**src/design/itp_pkg.sv**
```systemverilog
// Shared types and codes for the infix-to-postfix converter.
`timescale 1ns / 1ps
package itp_pkg;

	// Token kinds on the input word
	localparam logic [2:0] TOK_NUMBER   = 3'd0;
	localparam logic [2:0] TOK_VARIABLE = 3'd1;
	localparam logic [2:0] TOK_LBRACKET = 3'd2;
	localparam logic [2:0] TOK_RBRACKET = 3'd3;
	localparam logic [2:0] TOK_UNARY    = 3'd4;
	localparam logic [2:0] TOK_BINARY   = 3'd5;
	localparam logic [2:0] TOK_END      = 3'd6;

	// Kinds on the result word
	localparam logic [2:0] OUT_NUMBER   = 3'd0;
	localparam logic [2:0] OUT_VARIABLE = 3'd1;
	localparam logic [2:0] OUT_UNARY    = 3'd2;
	localparam logic [2:0] OUT_BINARY   = 3'd3;
	localparam logic [2:0] OUT_END      = 3'd4;

	// Error codes
	localparam logic [1:0] ERR_NONE      = 2'd0;
	localparam logic [1:0] ERR_OVERFLOW  = 2'd1;
	localparam logic [1:0] ERR_UNMATCHED = 2'd2;

	// Kinds of stacked entry
	localparam logic [1:0] ENT_LBRACKET = 2'd0;
	localparam logic [1:0] ENT_UNARY    = 2'd1;
	localparam logic [1:0] ENT_BINARY   = 2'd2;

	// Width of one stack entry
	localparam int ENTRY_W = 9;

	typedef struct packed {
		logic [2:0]  token_kind;
		logic [3:0]  op_code;
		logic [1:0]  op_priority;
		logic        is_power;
		logic [63:0] operand_value;
	} token_t;

	typedef struct packed {
		logic [2:0]  out_kind;
		logic [3:0]  out_op_code;
		logic [63:0] out_value;
		logic        last_of_run;
		logic [1:0]  error_code;
	} result_t;

	typedef struct packed {
		logic [1:0] kind;
		logic       power;
		logic [1:0] prio;
		logic [3:0] op;
	} entry_t;

	// Status of the sequencer, seen by the top level
	typedef struct packed {
		logic busy;
		logic pend_valid;
	} seq_status_t;

	typedef enum logic [0:0] {
		S_IDLE,
		S_EVAL
	} state_t;

endpackage

```
**src/design/itp_ram.sv**
```systemverilog
// Generic single-port-write, single-port-read RAM with a registered read.
`timescale 1ns / 1ps
module itp_ram #(
	parameter int WIDTH = 9,
	parameter int DEPTH = 32
) (
	input  logic                     clk,
	input  logic                     wr_en,
	input  logic [$clog2(DEPTH)-1:0] wr_addr,
	input  logic [WIDTH-1:0]         wr_data,
	input  logic                     rd_en,
	input  logic [$clog2(DEPTH)-1:0] rd_addr,
	output logic [WIDTH-1:0]         rd_data
);

	logic [WIDTH-1:0] mem_q [DEPTH];

	// Write port and registered read port; read data holds when not enabled.
	always_ff @(posedge clk) begin
		if (wr_en) begin
			mem_q[wr_addr] <= wr_data;
		end
		if (rd_en) begin
			rd_data <= mem_q[rd_addr];
		end
	end

endmodule

```
**src/design/itp_seq.sv**
```systemverilog
// Sequencer: token decode, stack pointer, bracket count and pop loop.
`timescale 1ns / 1ps
module itp_seq #(
	parameter int STACK_DEPTH = 32
) (
	input  logic                           clk,
	input  logic                           arst_n,
	input  logic                           token_valid,
	input  itp_pkg::token_t                token,
	output logic                           token_stall,
	input  itp_pkg::entry_t                top_entry,
	output logic                           rd_en,
	output logic [$clog2(STACK_DEPTH)-1:0] rd_addr,
	output logic                           wr_en,
	output logic [$clog2(STACK_DEPTH)-1:0] wr_addr,
	output itp_pkg::entry_t                wr_data,
	input  logic                           out_free,
	output logic                           load_out,
	output itp_pkg::result_t               load_data,
	output itp_pkg::seq_status_t           status
);
	import itp_pkg::*;

	localparam int AW = $clog2(STACK_DEPTH);
	localparam int CW = $clog2(STACK_DEPTH + 1);

	state_t          state_q, state_d;
	token_t          tok_q;
	logic            first_q, first_d;
	logic [CW-1:0]   cnt_q, cnt_d;
	logic [CW-1:0]   lbr_q, lbr_d;
	logic            pend_valid_q, pend_valid_d;
	result_t         pend_q, pend_d;
	logic            accept;
	logic            done;
	logic            full;
	logic            empty;
	logic            stop;
	logic            can_move;
	logic [CW-1:0]   cnt_m1;
	logic [CW-1:0]   cnt_m2;
	result_t         err_res;
	result_t         pend_last;
	result_t         pend_more;

	// Operator result for a popped entry.
	function automatic result_t pop_result(entry_t e);
		result_t r;
		r = '0;
		r.out_kind    = (e.kind == ENT_UNARY) ? OUT_UNARY : OUT_BINARY;
		r.out_op_code = e.op;
		return r;
	endfunction

	assign accept      = token_valid && !token_stall;
	assign token_stall = (state_q != S_IDLE);
	assign full        = (cnt_q >= CW'(STACK_DEPTH));
	assign empty       = (cnt_q == '0);
	assign cnt_m1      = cnt_q - CW'(1);
	assign cnt_m2      = cnt_q - CW'(2);
	assign status      = '{busy: token_stall, pend_valid: pend_valid_q};

	// A held-back pop may leave only when the output register has room.
	assign can_move = !pend_valid_q || out_free;

	always_comb begin
		pend_last             = pend_q;
		pend_last.last_of_run = 1'b1;
		pend_more             = pend_q;
		pend_more.last_of_run = 1'b0;
		err_res               = '0;
		err_res.out_kind      = OUT_NUMBER;
		err_res.last_of_run   = 1'b1;
	end

	// The binary operator stops popping at an empty stack, a bracket, a lower
	// priority, or (on its first look only) a power sitting under a power.
	always_comb begin
		stop = empty || top_entry.kind == ENT_LBRACKET ||
			top_entry.prio < tok_q.op_priority ||
			(first_q && tok_q.is_power && top_entry.kind == ENT_BINARY && top_entry.power);
	end

	// Next state.
	always_comb begin
		state_d = state_q;
		unique case (state_q)
			S_IDLE: begin
				if (accept) state_d = S_EVAL;
			end
			S_EVAL: begin
				if (done) state_d = S_IDLE;
			end
			default: state_d = S_IDLE;
		endcase
	end

	// Datapath and memory control. A token read is issued at accept, so the
	// top entry is ready in the evaluation cycle; each pop issues the next read.
	// A push and the next token's read fall in different cycles, so the RAM
	// needs no forwarding.
	always_comb begin
		rd_en        = accept;
		rd_addr      = cnt_m1[AW-1:0];
		wr_en        = 1'b0;
		wr_addr      = cnt_q[AW-1:0];
		wr_data      = '0;
		load_out     = 1'b0;
		load_data    = '0;
		cnt_d        = cnt_q;
		lbr_d        = lbr_q;
		pend_valid_d = pend_valid_q;
		pend_d       = pend_q;
		first_d      = first_q;
		done         = 1'b0;

		if (accept) begin
			first_d      = 1'b1;
			pend_valid_d = 1'b0;
		end

		if (state_q == S_EVAL) begin
			case (tok_q.token_kind) inside
				TOK_NUMBER, TOK_VARIABLE: begin
					if (out_free) begin
						load_out              = 1'b1;
						load_data.out_kind    = (tok_q.token_kind == TOK_NUMBER) ?
							OUT_NUMBER : OUT_VARIABLE;
						load_data.out_value   = (tok_q.token_kind == TOK_NUMBER) ?
							tok_q.operand_value : '0;
						load_data.last_of_run = 1'b1;
						done                  = 1'b1;
					end
				end
				TOK_LBRACKET, TOK_UNARY: begin
					if (full) begin
						if (out_free) begin
							load_out             = 1'b1;
							load_data            = err_res;
							load_data.error_code = ERR_OVERFLOW;
							done                 = 1'b1;
						end
					end else begin
						wr_en = 1'b1;
						if (tok_q.token_kind == TOK_UNARY) begin
							wr_data.kind = ENT_UNARY;
							wr_data.prio = tok_q.op_priority;
							wr_data.op   = tok_q.op_code;
						end else begin
							wr_data.kind = ENT_LBRACKET;
							lbr_d        = lbr_q + CW'(1);
						end
						cnt_d = cnt_q + CW'(1);
						done  = 1'b1;
					end
				end
				TOK_RBRACKET: begin
					if (lbr_q == '0) begin
						if (out_free) begin
							load_out             = 1'b1;
							load_data            = err_res;
							load_data.error_code = ERR_UNMATCHED;
							done                 = 1'b1;
						end
					end else if (can_move) begin
						load_out  = pend_valid_q;
						load_data = (top_entry.kind == ENT_LBRACKET) ? pend_last : pend_more;
						if (top_entry.kind == ENT_LBRACKET) begin
							cnt_d        = cnt_m1;
							lbr_d        = lbr_q - CW'(1);
							pend_valid_d = 1'b0;
							done         = 1'b1;
						end else begin
							pend_d       = pop_result(top_entry);
							pend_valid_d = 1'b1;
							cnt_d        = cnt_m1;
							rd_en        = 1'b1;
							rd_addr      = cnt_m2[AW-1:0];
							first_d      = 1'b0;
						end
					end
				end
				TOK_BINARY: begin
					if (stop && full) begin
						if (out_free) begin
							load_out             = 1'b1;
							load_data            = err_res;
							load_data.error_code = ERR_OVERFLOW;
							done                 = 1'b1;
						end
					end else if (can_move) begin
						load_out  = pend_valid_q;
						load_data = stop ? pend_last : pend_more;
						if (stop) begin
							wr_en         = 1'b1;
							wr_data.kind  = ENT_BINARY;
							wr_data.power = tok_q.is_power;
							wr_data.prio  = tok_q.op_priority;
							wr_data.op    = tok_q.op_code;
							cnt_d         = cnt_q + CW'(1);
							pend_valid_d  = 1'b0;
							done          = 1'b1;
						end else begin
							pend_d       = pop_result(top_entry);
							pend_valid_d = 1'b1;
							cnt_d        = cnt_m1;
							rd_en        = 1'b1;
							rd_addr      = cnt_m2[AW-1:0];
							first_d      = 1'b0;
						end
					end
				end
				TOK_END: begin
					if (empty) begin
						if (out_free) begin
							load_out              = 1'b1;
							load_data.out_kind    = OUT_END;
							load_data.last_of_run = 1'b1;
							done                  = 1'b1;
						end
					end else if (top_entry.kind == ENT_LBRACKET) begin
						// Leftover brackets are dropped without a result.
						cnt_d   = cnt_m1;
						lbr_d   = lbr_q - CW'(1);
						rd_en   = 1'b1;
						rd_addr = cnt_m2[AW-1:0];
					end else if (out_free) begin
						load_out  = 1'b1;
						load_data = pop_result(top_entry);
						cnt_d     = cnt_m1;
						rd_en     = 1'b1;
						rd_addr   = cnt_m2[AW-1:0];
					end
				end
				default: begin
					done = 1'b1;
				end
			endcase
		end
	end

	// Control registers.
	always_ff @(posedge clk or negedge arst_n) begin
		if (!arst_n) begin
			state_q      <= S_IDLE;
			cnt_q        <= '0;
			lbr_q        <= '0;
			pend_valid_q <= 1'b0;
			first_q      <= 1'b0;
		end else begin
			state_q      <= state_d;
			cnt_q        <= cnt_d;
			lbr_q        <= lbr_d;
			pend_valid_q <= pend_valid_d;
			first_q      <= first_d;
		end
	end

	// Payload registers.
	always_ff @(posedge clk) begin
		if (accept) begin
			tok_q <= token;
		end
		pend_q <= pend_d;
	end

endmodule

```
**src/design/infix_to_postfix_converter_core.sv**
```systemverilog
// Top level of the infix-to-postfix converter: stack RAM, sequencer, result register.
`timescale 1ns / 1ps
// Usage.
// Infix tokens enter on the token channel (token_valid, token_stall, token) and
// postfix results leave on the result channel (result_valid, result_stall,
// result). A word moves when valid is high and stall is low at a clock edge.
// Each token gives zero or more results; the final one of a token carries
// last_of_run. Errors (stack overflow, unmatched right bracket) come back as a
// single result with the error code, and the token is dropped.
// Timing: a token is evaluated in the cycle after it is taken, and each popped
// or discarded stack entry lengthens the evaluation, paced by the registered
// read of the operator stack RAM.
// A passed-through word, an error or a flushed operator is loaded into the
// result register when its token is evaluated; an operator popped by a bracket
// or a binary operator is first held back in a pending register, then loaded.
// The block takes one token at a time.
// The result register lets the next token be taken while a result waits; when
// the receiver stalls, the pop loop halts in place until the register drains.
// Reset clears the stack pointer, the bracket count and all valid flags; the
// stack RAM is not cleared, since only entries below the pointer are read.
module infix_to_postfix_converter_core #(
	parameter int STACK_DEPTH = 32
) (
	input  logic             clk,
	input  logic             arst_n,
	input  logic             token_valid,
	output logic             token_stall,
	input  itp_pkg::token_t  token,
	output logic             result_valid,
	input  logic             result_stall,
	output itp_pkg::result_t result
);
	import itp_pkg::*;

	localparam int AW = $clog2(STACK_DEPTH);

	logic               rd_en;
	logic [AW-1:0]      rd_addr;
	logic               wr_en;
	logic [AW-1:0]      wr_addr;
	entry_t             wr_data;
	entry_t             top_entry;
	logic               out_free;
	logic               load_out;
	result_t            load_data;
	seq_status_t        status;
	logic               out_valid_q;
	result_t            out_q;

	// Operator stack storage.
	itp_ram #(
		.WIDTH(ENTRY_W),
		.DEPTH(STACK_DEPTH)
	) u_stack (
		.clk    (clk),
		.wr_en  (wr_en),
		.wr_addr(wr_addr),
		.wr_data(wr_data),
		.rd_en  (rd_en),
		.rd_addr(rd_addr),
		.rd_data(top_entry)
	);

	// Token sequencer.
	itp_seq #(
		.STACK_DEPTH(STACK_DEPTH)
	) u_seq (
		.clk        (clk),
		.arst_n     (arst_n),
		.token_valid(token_valid),
		.token      (token),
		.token_stall(token_stall),
		.top_entry  (top_entry),
		.rd_en      (rd_en),
		.rd_addr    (rd_addr),
		.wr_en      (wr_en),
		.wr_addr    (wr_addr),
		.wr_data    (wr_data),
		.out_free   (out_free),
		.load_out   (load_out),
		.load_data  (load_data),
		.status     (status)
	);

	// Result register: free when empty or being taken this cycle.
	assign out_free     = !out_valid_q || !result_stall;
	assign result_valid = out_valid_q;
	assign result       = out_q;

	always_ff @(posedge clk or negedge arst_n) begin
		if (!arst_n) begin
			out_valid_q <= 1'b0;
		end else if (load_out) begin
			out_valid_q <= 1'b1;
		end else if (!result_stall) begin
			out_valid_q <= 1'b0;
		end
	end

	always_ff @(posedge clk) begin
		if (load_out) begin
			out_q <= load_data;
		end
	end

	// Checks on the sequencer and result register.
	a_load_needs_room: assert property (@(posedge clk) disable iff (!arst_n)
		load_out |-> out_free)
		else $error("result loaded while the result register was full");

	a_no_pending_idle: assert property (@(posedge clk) disable iff (!arst_n)
		!status.busy |-> !status.pend_valid)
		else $error("held-back pop left behind after a token finished");

	a_last_ends_token: assert property (@(posedge clk) disable iff (!arst_n)
		(load_out && load_data.last_of_run) |=> !token_stall)
		else $error("token still busy after its final result");

	a_more_keeps_busy: assert property (@(posedge clk) disable iff (!arst_n)
		(load_out && !load_data.last_of_run) |=> token_stall)
		else $error("token finished without a final result");

endmodule
```
**config.mk**
```make
export PLATFORM = sky130hd
export DESIGN_NAME = infix_to_postfix_converter_core
export DESIGN_NICKNAME = d
export VERILOG_FILES = /design/src/design/itp_pkg.sv /design/src/design/itp_ram.sv /design/src/design/itp_seq.sv /design/src/design/infix_to_postfix_converter_core.sv
export SDC_FILE = /design/constraint.sdc
export NUM_CORES = 1
export LEC_CHECK = 0
export BUFFER_PORTS_ARGS = -buffer_cell sky130_fd_sc_hd__buf_2
export CORE_ASPECT_RATIO = 0.5
export CORE_MARGIN = 1.5
export CORE_UTILIZATION = 28
export CTS_CLUSTER_DIAMETER = 60
export DETAILED_ROUTE_END_ITERATION = 10
export GPL_TIMING_DRIVEN = 0
export PLACE_DENSITY = 0.52
export SYNTH_ARGS = -nofsm -noshare
export SYNTH_HDL_FRONTEND = slang
export SYNTH_SLANG_ARGS = --single-unit
```
**constraint.sdc**
```tcl
create_clock -name clk -period 7 [get_ports clk]
set_clock_uncertainty 0.1 [all_clocks]
set_input_delay 0.7 -clock clk [delete_from_list [all_inputs] [get_ports clk]]
set_output_delay 0.7 -clock clk [all_outputs]
set_load 0.05 [all_outputs]
```
==> results of run 1 <==
[final cells by class]
cell class | instances | area [um2] | share of cell area (%)
Sequential cell | 466 | 13900 | 62.7
Multi-Input combinational cell | 595 | 4490 | 20.2
Clock buffer | 59 | 1220 | 5.50
Tap cell | 884 | 1110 | 4.98
Timing Repair Buffer | 162 | 905 | 4.07
Buffer | 45 | 274 | 1.23
Clock inverter | 27 | 238 | 1.07
Inverter | 15 | 58.8 | 0.265
[cell families after synthesis]
logic type | synth area share [%]
buf+inv | 1.77
compound gates | 3.61
xor+xnor | 0.843
simple gates | 6.52
mux | 11.8
fa+ha+maj | 1.02
flops | 74.4
[cell usage in the layout, fill, tap and decap left out, drive strengths merged, types with 6 or more instances in the layout]
cell type / count
edfxtp: 450
mux2i: 218
buf: 187
clkbuf: 78
and2: 72
nor2: 59
o22ai: 39
nand2: 38
a21oi: 22
clkinv: 21
o21ai: 18
inv: 17
dfrtp: 16
nand3: 14
xnor2: 14
nor4: 13
ha: 12
nand2b: 7
nor3: 7
nor2b: 6
[power breakdown]
part           switching (mW)  leakage, nW  internal (mW)
combinational            2.34         2.99           1.36
clock                    1.06        0.705           1.35
sequential             0.0953         4.36           3.38
[worst min-delay path by stage]
stage / end / slack (ps) / from
6_report: u_seq.tok_q[14] / 190 / token[14]
5_1_grt: u_seq.tok_q[43] / 160 / token[43]
4_1_cts: u_seq.tok_q[18] / 160 / token[18]
3_5_place_dp: u_seq.pend_last[70] / 350 / u_stack.rd_data[3]
3_3_place_gp: u_seq.pend_last[69] / 340 / u_stack.rd_data[2]
2_1_floorplan: result_valid / 300 / arst_n
[state kept, by name, summed over array words and instances (netlist names), 5 cells and up]
signal,count
u_seq.tok_q,74
u_seq.lbr_q,6
u_seq.cnt_q,6
u_stack.mem_q,288
u_stack.rd_data,9
u_seq.pend_last,5
result,74
[synthesized netlist by cell type, types with 2 or more instances]
master    number  area, um2
o31ai_1        3       22.5
a31oi_1        2       12.5
nand3_1       14       70.1
and3_1         3       18.8
and2_1        72        450
maj3_1         2       20.0
and3b_1        3       26.3
or3_1          4       25.0
mux2i_1      218       2180
dfrtp_1       16        400
mux2_2         3       33.8
a21o_1         3       22.5
nor3_1         7       35.0
a22oi_1        4       30.0
buf_2          9       45.0
xnor2_1       14        123
or2_2          3       18.8
nor2_1        58        218
o22ai_1       39        244
o21ai_0       17       85.1
nand2_1       38        143
nand3b_1       2       15.0
inv_1         15       56.3
nor2b_1        6       37.5
o21a_1         3       22.5
clkbuf_1      18       67.6
xor2_1         4       35.0
a21oi_1       22        110
edfxtp_1     450      13500
a211oi_1       3       22.5
buf_6          6       67.6
buf_4          9       67.6
nor4_1        13       81.3
nand2b_1       7       43.8
ha_1          12        150
[metal layers]
metal	up-vias	part of all wire [%]
met4	0	2.1
met1	5084	45
li1	4737	-
met2	290	47
met5	-	0
met3	75	6.3
[through the flow]
step | util [%] | total power [mW] | setup TNS (ps) | hold WS (ps)
after floorplan | - | 6.16 | 0 | 304
after global placement | 31.4 | 7.23 | -222520 | 343
after detailed placement | 31.7 | 7.24 | 0 | 347
after CTS | 33.9 | 9.68 | 0 | 158
after global routing | 33.9 | 10.0 | 0 | 162
final | 33.9 | 9.60 | 0 | 192
==> reports/qor.yml, run 1 <==
outcome: "completed"
grt-ovfl-total: 0
fill_cells: 6325
antenna_cells: 0
clkLatencyLatePin_ps: 580
die_w_um: 368
drive_gt1_share_pct: 19.6
ys.flop_type: "edfxtp_1"
cts_tree: "done"
synth_edf_count: 450
rr_endpoint: "u_stack.rd_data[3]"
gr-usage-met3_pct: 3.21
worstPathRequired_ps: 7240
hp-class: "in2reg"
rsz0062_at_grt: "no"
clk_pin_slew_worst_paths_ps: 60
top_usage_layer: "met2"
reg2reg_depth: 13
grt_pass1_wl_um: 64900
vias: 10200
grt_pass1_vias: 10200
nets: 1423
ant_nets: 0
gp_congestion: 0.886
synth_cells: 1121
clockBufferDepth: 3
placementRows: 66
post_dp_cell_area_mm2: 0.0207
r2r-start: "u_seq.cnt_q[0]"
tightest_slew_ps: 1300
p_leak_nw: 8.05
die_h_um: 186
crit_fanout: 10
crit_family: "simple AND/OR/NAND/NOR gates"
synth_seq_cells: 466
critPathBufInv: 4
wl_um: 44500
critical_path_depth: 13
use_met2_pct: 20.8
critPathLaunchType: "flip-flop"
top_level_ports: 154
avgSynthCellArea_um2: 16.7
setup_viol: 0
area_growth_pct: 18.7
syn-num-nets: 1212
power_density_mw_per_mm2: 432
slowest_delay_ps: 530
cts_buffers: 47
via_per_inst: 4.52
synthArstFlopShare_pct: 3.43
dieArea_mm2: 0.0684
drt_iter0_markers: 1003
grt_use_total_pct: 12.8
met1_usage_pct: 17.0
hold_depth: 1
drc: 0
seq_area_frac_synth_pct: 74.4
cp-end-kind: "flip-flop"
startpoint: "u_seq.cnt_q[0]"
numPortBuffers: 153
grt_max_degree: 43
rrSetupSlack_ps: 2360
cts_root_buffer: "clkbuf_16"
clock-sinks: 466
fin_ws_ps: 2360
drv_cap: 0
fin_cells: 2253
post-route-cell-area_mm2: 0.0222
hold_viol: 0
path_cells: "clkbuf_1 -> inv_1 -> ha_1 -> or4b_4 -> nor2_2 -> nor3_1 -> a21o_1 -> a211oi_1 -> buf_2 -> buf_2 -> mux2i_1 -> o22ai_1 -> nor4_1"
hold_buffers: 1
critPathKind: "reg2reg"
antenna_found_initial: 0
synth_cell_types: 54
start_util_pct: 28.6
dp_hpwl_um: 30000
wl_per_cell_um: 19.7
pre_cts_ws_ps: 2450
maxSlewHeadroom_pct: 13.0
syn_area_mm2: 0.0187
fp.coreArea_mm2: 0.0655
yosys_warnings: 0
drv_slew: 0
arrival_ps: 4880
dp_cells: 2166
postCtsResizedCells: 0
fin_crit_sh_pct: 66.3
cp_slowest_cell: "or4b_4"
max_freq_ghz: 0.215
drt_pass1_iterations: 5
path_common_cell: "buf_2"
htree_levels: 2
ir_drop_v: 0.000268
cp-endpoint: "u_stack.rd_data[3]"
cts_setup_buffers: 0
period_needed_ps: 4640
No activity file was read; power rests on OpenSTA's default activity.
==> run 2, diff against run 1 <==
--- a/config.mk
+++ b/config.mk
@@ -5,6 +5,7 @@
 export SDC_FILE = /design/constraint.sdc
 export NUM_CORES = 1
 export LEC_CHECK = 0
+export ABC_AREA = 1
 export BUFFER_PORTS_ARGS = -buffer_cell sky130_fd_sc_hd__buf_2
 export CORE_ASPECT_RATIO = 0.5
 export CORE_MARGIN = 1.5
==> constraint.sdc (replaced) <==
create_clock -name clk -period 4.1 [get_ports clk]
set_clock_uncertainty 0.1 [all_clocks]
set_input_delay 0.41 -clock clk [delete_from_list [all_inputs] [get_ports clk]]
set_output_delay 0.41 -clock clk [all_outputs]
set_load 0.05 [all_outputs]
==> reports/qor.yml, run 2 <==
outcome: "completed"  # unchanged
maxSlewHeadroom_pct: 33.3  # was 13.0%
gp_congestion: 0.918  # was 0.886
clkLatencyLatePin_ps: 580  # about the same
largest_reg_flops: 288  # unchanged
final_common_cell: "edfxtp_1"  # unchanged
cts_buffers: 48  # was 47
max_freq_ghz: 0.259  # was 0.215 GHz
p_total_mw: 18.0  # was 9.60 mW
crit_fanout: 9  # was 10
tightest_slew_ps: 996  # was 1300 ps
hold_depth: 3  # was 1
period_needed_ps: 3850  # was 4640 ps
post_dp_cell_area_mm2: 0.0224  # was 0.0207 mm2
drt_iter0_markers: 1130  # was 1003
fin_crit_sh_pct: 94.0  # was 66.3%
critPathKind: "reg2reg"  # unchanged
drv_cap: 0  # unchanged
syn_area_mm2: 0.0200  # was 0.0187 mm2
wl_um: 55300  # was 44500 um
htree_levels: 2  # unchanged
r2r-start: "u_seq.cnt_q[0]"  # unchanged
holdPathEnd: "result_valid"  # was u_seq.tok_q[14]
dieArea_mm2: 0.0730  # was 0.0684 mm2
die_h_um: 192  # was 186 um
antenna_found_initial: 0  # unchanged
grt_use_total_pct: 15.0  # was 12.8%
yosys_warnings: 0  # unchanged
hold_start: "result_stall"  # was token[14]
fill_cells: 6918  # was 6325
numPortBuffers: 153  # unchanged
vias: 13900  # was 10200
cp-end-kind: "flip-flop"  # unchanged
area_growth_pct: 25.2  # was 18.7%
timing.hold.ws_ps: 63.6  # was 192 ps
reg2reg_depth: 17  # was 13
yosysMostFrequentCell: "edfxtp_1"  # unchanged
die_w_um: 381  # was 368 um
synthArstFlopShare_pct: 3.43  # unchanged
drive_gt1_share_pct: 18.3  # was 19.6%
grt_max_degree: 43  # unchanged
hold_viol: 0  # unchanged
synth_cells: 1809  # was 1121
synth_seq_cells: 466  # unchanged
drc: 0  # unchanged
grt-ovfl-total: 0  # unchanged
placementRows: 68  # was 66
synth_top_area_share_pct: 67.7  # was 72.3%
worstPathRequired_ps: 4230  # was 7240 ps
cts_tree: "done"  # unchanged
syn-num-nets: 1900  # was 1212
start_util_pct: 28.6  # about the same
clockBufferDepth: 3  # unchanged
power_density_mw_per_mm2: 720  # was 432 mW/mm2
drt_pass1_iterations: 6  # was 5
final_cell_mix: "edfxtp_1 (450), nand2_1 (426), nand3_1 (328), inv_1 (242), buf_2 (200)"  # was edfxtp_1 (450), mux2i_1 (218), buf_2 (162), and2_1 (67), nor2_1 (57)
setup_viol: 0  # unchanged
clock-sinks: 466  # unchanged
nets: 2214  # was 1423
yosys-top-cells-count: "edfxtp_1 (450), nand2_1 (431), nand3_1 (328)"  # was edfxtp_1 (450), mux2i_1 (218), and2_1 (72)
yosysTopAreaCell: "edfxtp_1"  # unchanged
top_level_ports: 154  # unchanged
rrSetupSlack_ps: 250  # was 2360 ps
grt_pass1_wl_um: 82200  # was 64900 um
ys.flop_type: "edfxtp_1"  # unchanged
wl_per_cell_um: 17.8  # was 19.7 um
critPathLaunchType: "flip-flop"  # unchanged
synth.area.top_cells: "edfxtp_1 (68%), nand3_1 (8.2%), nand2_1 (8.1%)"  # was edfxtp_1 (72%), mux2i_1 (12%), and2_1 (2.4%)
clk_pin_slew_worst_paths_ps: 60  # about the same
via_per_inst: 4.48  # was 4.52
post-route-cell-area_mm2: 0.0250  # was 0.0222 mm2
drv_slew: 0  # unchanged
p_leak_nw: 10.4  # was 8.05 nW
arrival_ps: 3990  # was 4880 ps
synth_edf_count: 450  # unchanged
ir_drop_v: 0.000277  # was 0.000268 V
dp_hpwl_um: 40000  # was 30000 um
rr_endpoint: "u_stack.mem_q[27][2]"  # was u_stack.rd_data[3]
avgSynthCellArea_um2: 11.0  # was 16.7 um2
grt_pass1_vias: 13300  # was 10200
ant_nets: 0  # unchanged
fp.coreArea_mm2: 0.0698  # was 0.0655 mm2
seq_area_frac_synth_pct: 69.7  # was 74.4%
cts_root_buffer: "clkbuf_16"  # unchanged
regMostFlops: "u_stack.mem_q"  # unchanged
synth_cell_types: 45  # was 54
hp-class: "in2reg"  # unchanged
antenna_cells: 0  # unchanged
[run 2: cell types whose count changed after synthesis, sizes merged, moves of 10 or more]
cell and delta:
a21oi -10, buf +29, o22ai -38, nand3 +319, mux2i -218, nand2 +404
and2 -72, inv +241, xnor2 -12, nor2 +80
[run 2: layout make-up]
class	count	area [um2]	share of cell area (%)
sequential	466	13900	55.7
multi-input combinational	1012	5080	20.3
timing repair buffer	264	2060	8.24
clock buffer	63	1280	5.12
tap	945	1180	4.73
inverter	257	972	3.89
buffer	74	367	1.47
clock inverter	24	139	0.556
[run 2: where the power goes]
group          internal (mW)  switching (mW)  total, mW
logic                   2.12            5.74       7.86
clock network           2.25            1.82       4.07
registers               5.87           0.177       6.05
total                   10.2            7.74       18.0
[run 2: per-stage QoR]
step	worst slack [ps]	setup TNS (ps)	std cells	util, %
global placement	-4050	-1032870	2907	31.4
global route	-3.14	-7.49	3105	35.8
CTS	-176	-25430	3099	35.6
floorplan	207	0	1809	-
detailed placement	-707	-150660	2937	32.1
finish	246	0	3105	35.8
[run 2: worst max-delay path, cell delays in order (launching register included)]
cell     delay, ps
dfrtp_1        380
buf_2          250
inv_1          200
ha_2           290
nand3_2        160
nand2_1         80
nor2_2         210
nor2_1          90
inv_1           80
nand2_1         50
inv_1          200
nand2_1        220
nand2_1        120
nand2_2        190
nor2_4         190
buf_12         140
nand2_4        180
nor2_4         360
[run 2: how the worst max path moves through the flow]
stage | start | endpoint | slack (ps) | cells after the start
after floorplan | u_seq.cnt_q[0] | u_stack.mem_q[0][0] | 210 | 14
after global placement | u_seq.cnt_q[0] | u_stack.mem_q[20][4] | -4050 | 14
after detailed placement | u_seq.cnt_q[0] | u_stack.mem_q[5][1] | -710 | 16
after CTS | u_seq.cnt_q[0] | u_stack.mem_q[18][4] | -180 | 17
after global routing | u_seq.cnt_q[0] | u_stack.mem_q[27][2] | -3 | 17
final | u_seq.cnt_q[0] | u_stack.mem_q[27][2] | 250 | 17
[run 2: timing repair]
item / in CTS / in global routing
pin swaps: 0 / 5
buffers inserted: 0 / 6
hold buffers: 75 / 0
endpoints found under the hold margin: 90 / 0
endpoints found under the setup margin: 294 / 424
gates cloned: 0 / 0
resized for setup: 73 / 7
[run 2: cell families (layout without fill, tap and decap cells)]
logic type                 Yosys count  after routing  synth area share (%)
and+or+nand+nor                    938            938                  20.8
DFF                                466            466                  69.7
buffers and inverters              331            682                  6.68
AOI/OAI and AO/OA                   48             48                  1.45
adders and majority gates           13             13                 0.852
xor gates and xnor gates            13             13                 0.570
[run 2: routing by layer]
layer,up-vias,wire (um),GRT usage [%]
li1,6702,-,-
met2,411,25500,23.9
met4,0,1250,4.51
met3,75,3710,3.10
met5,-,0,0
met1,6726,24800,20.5
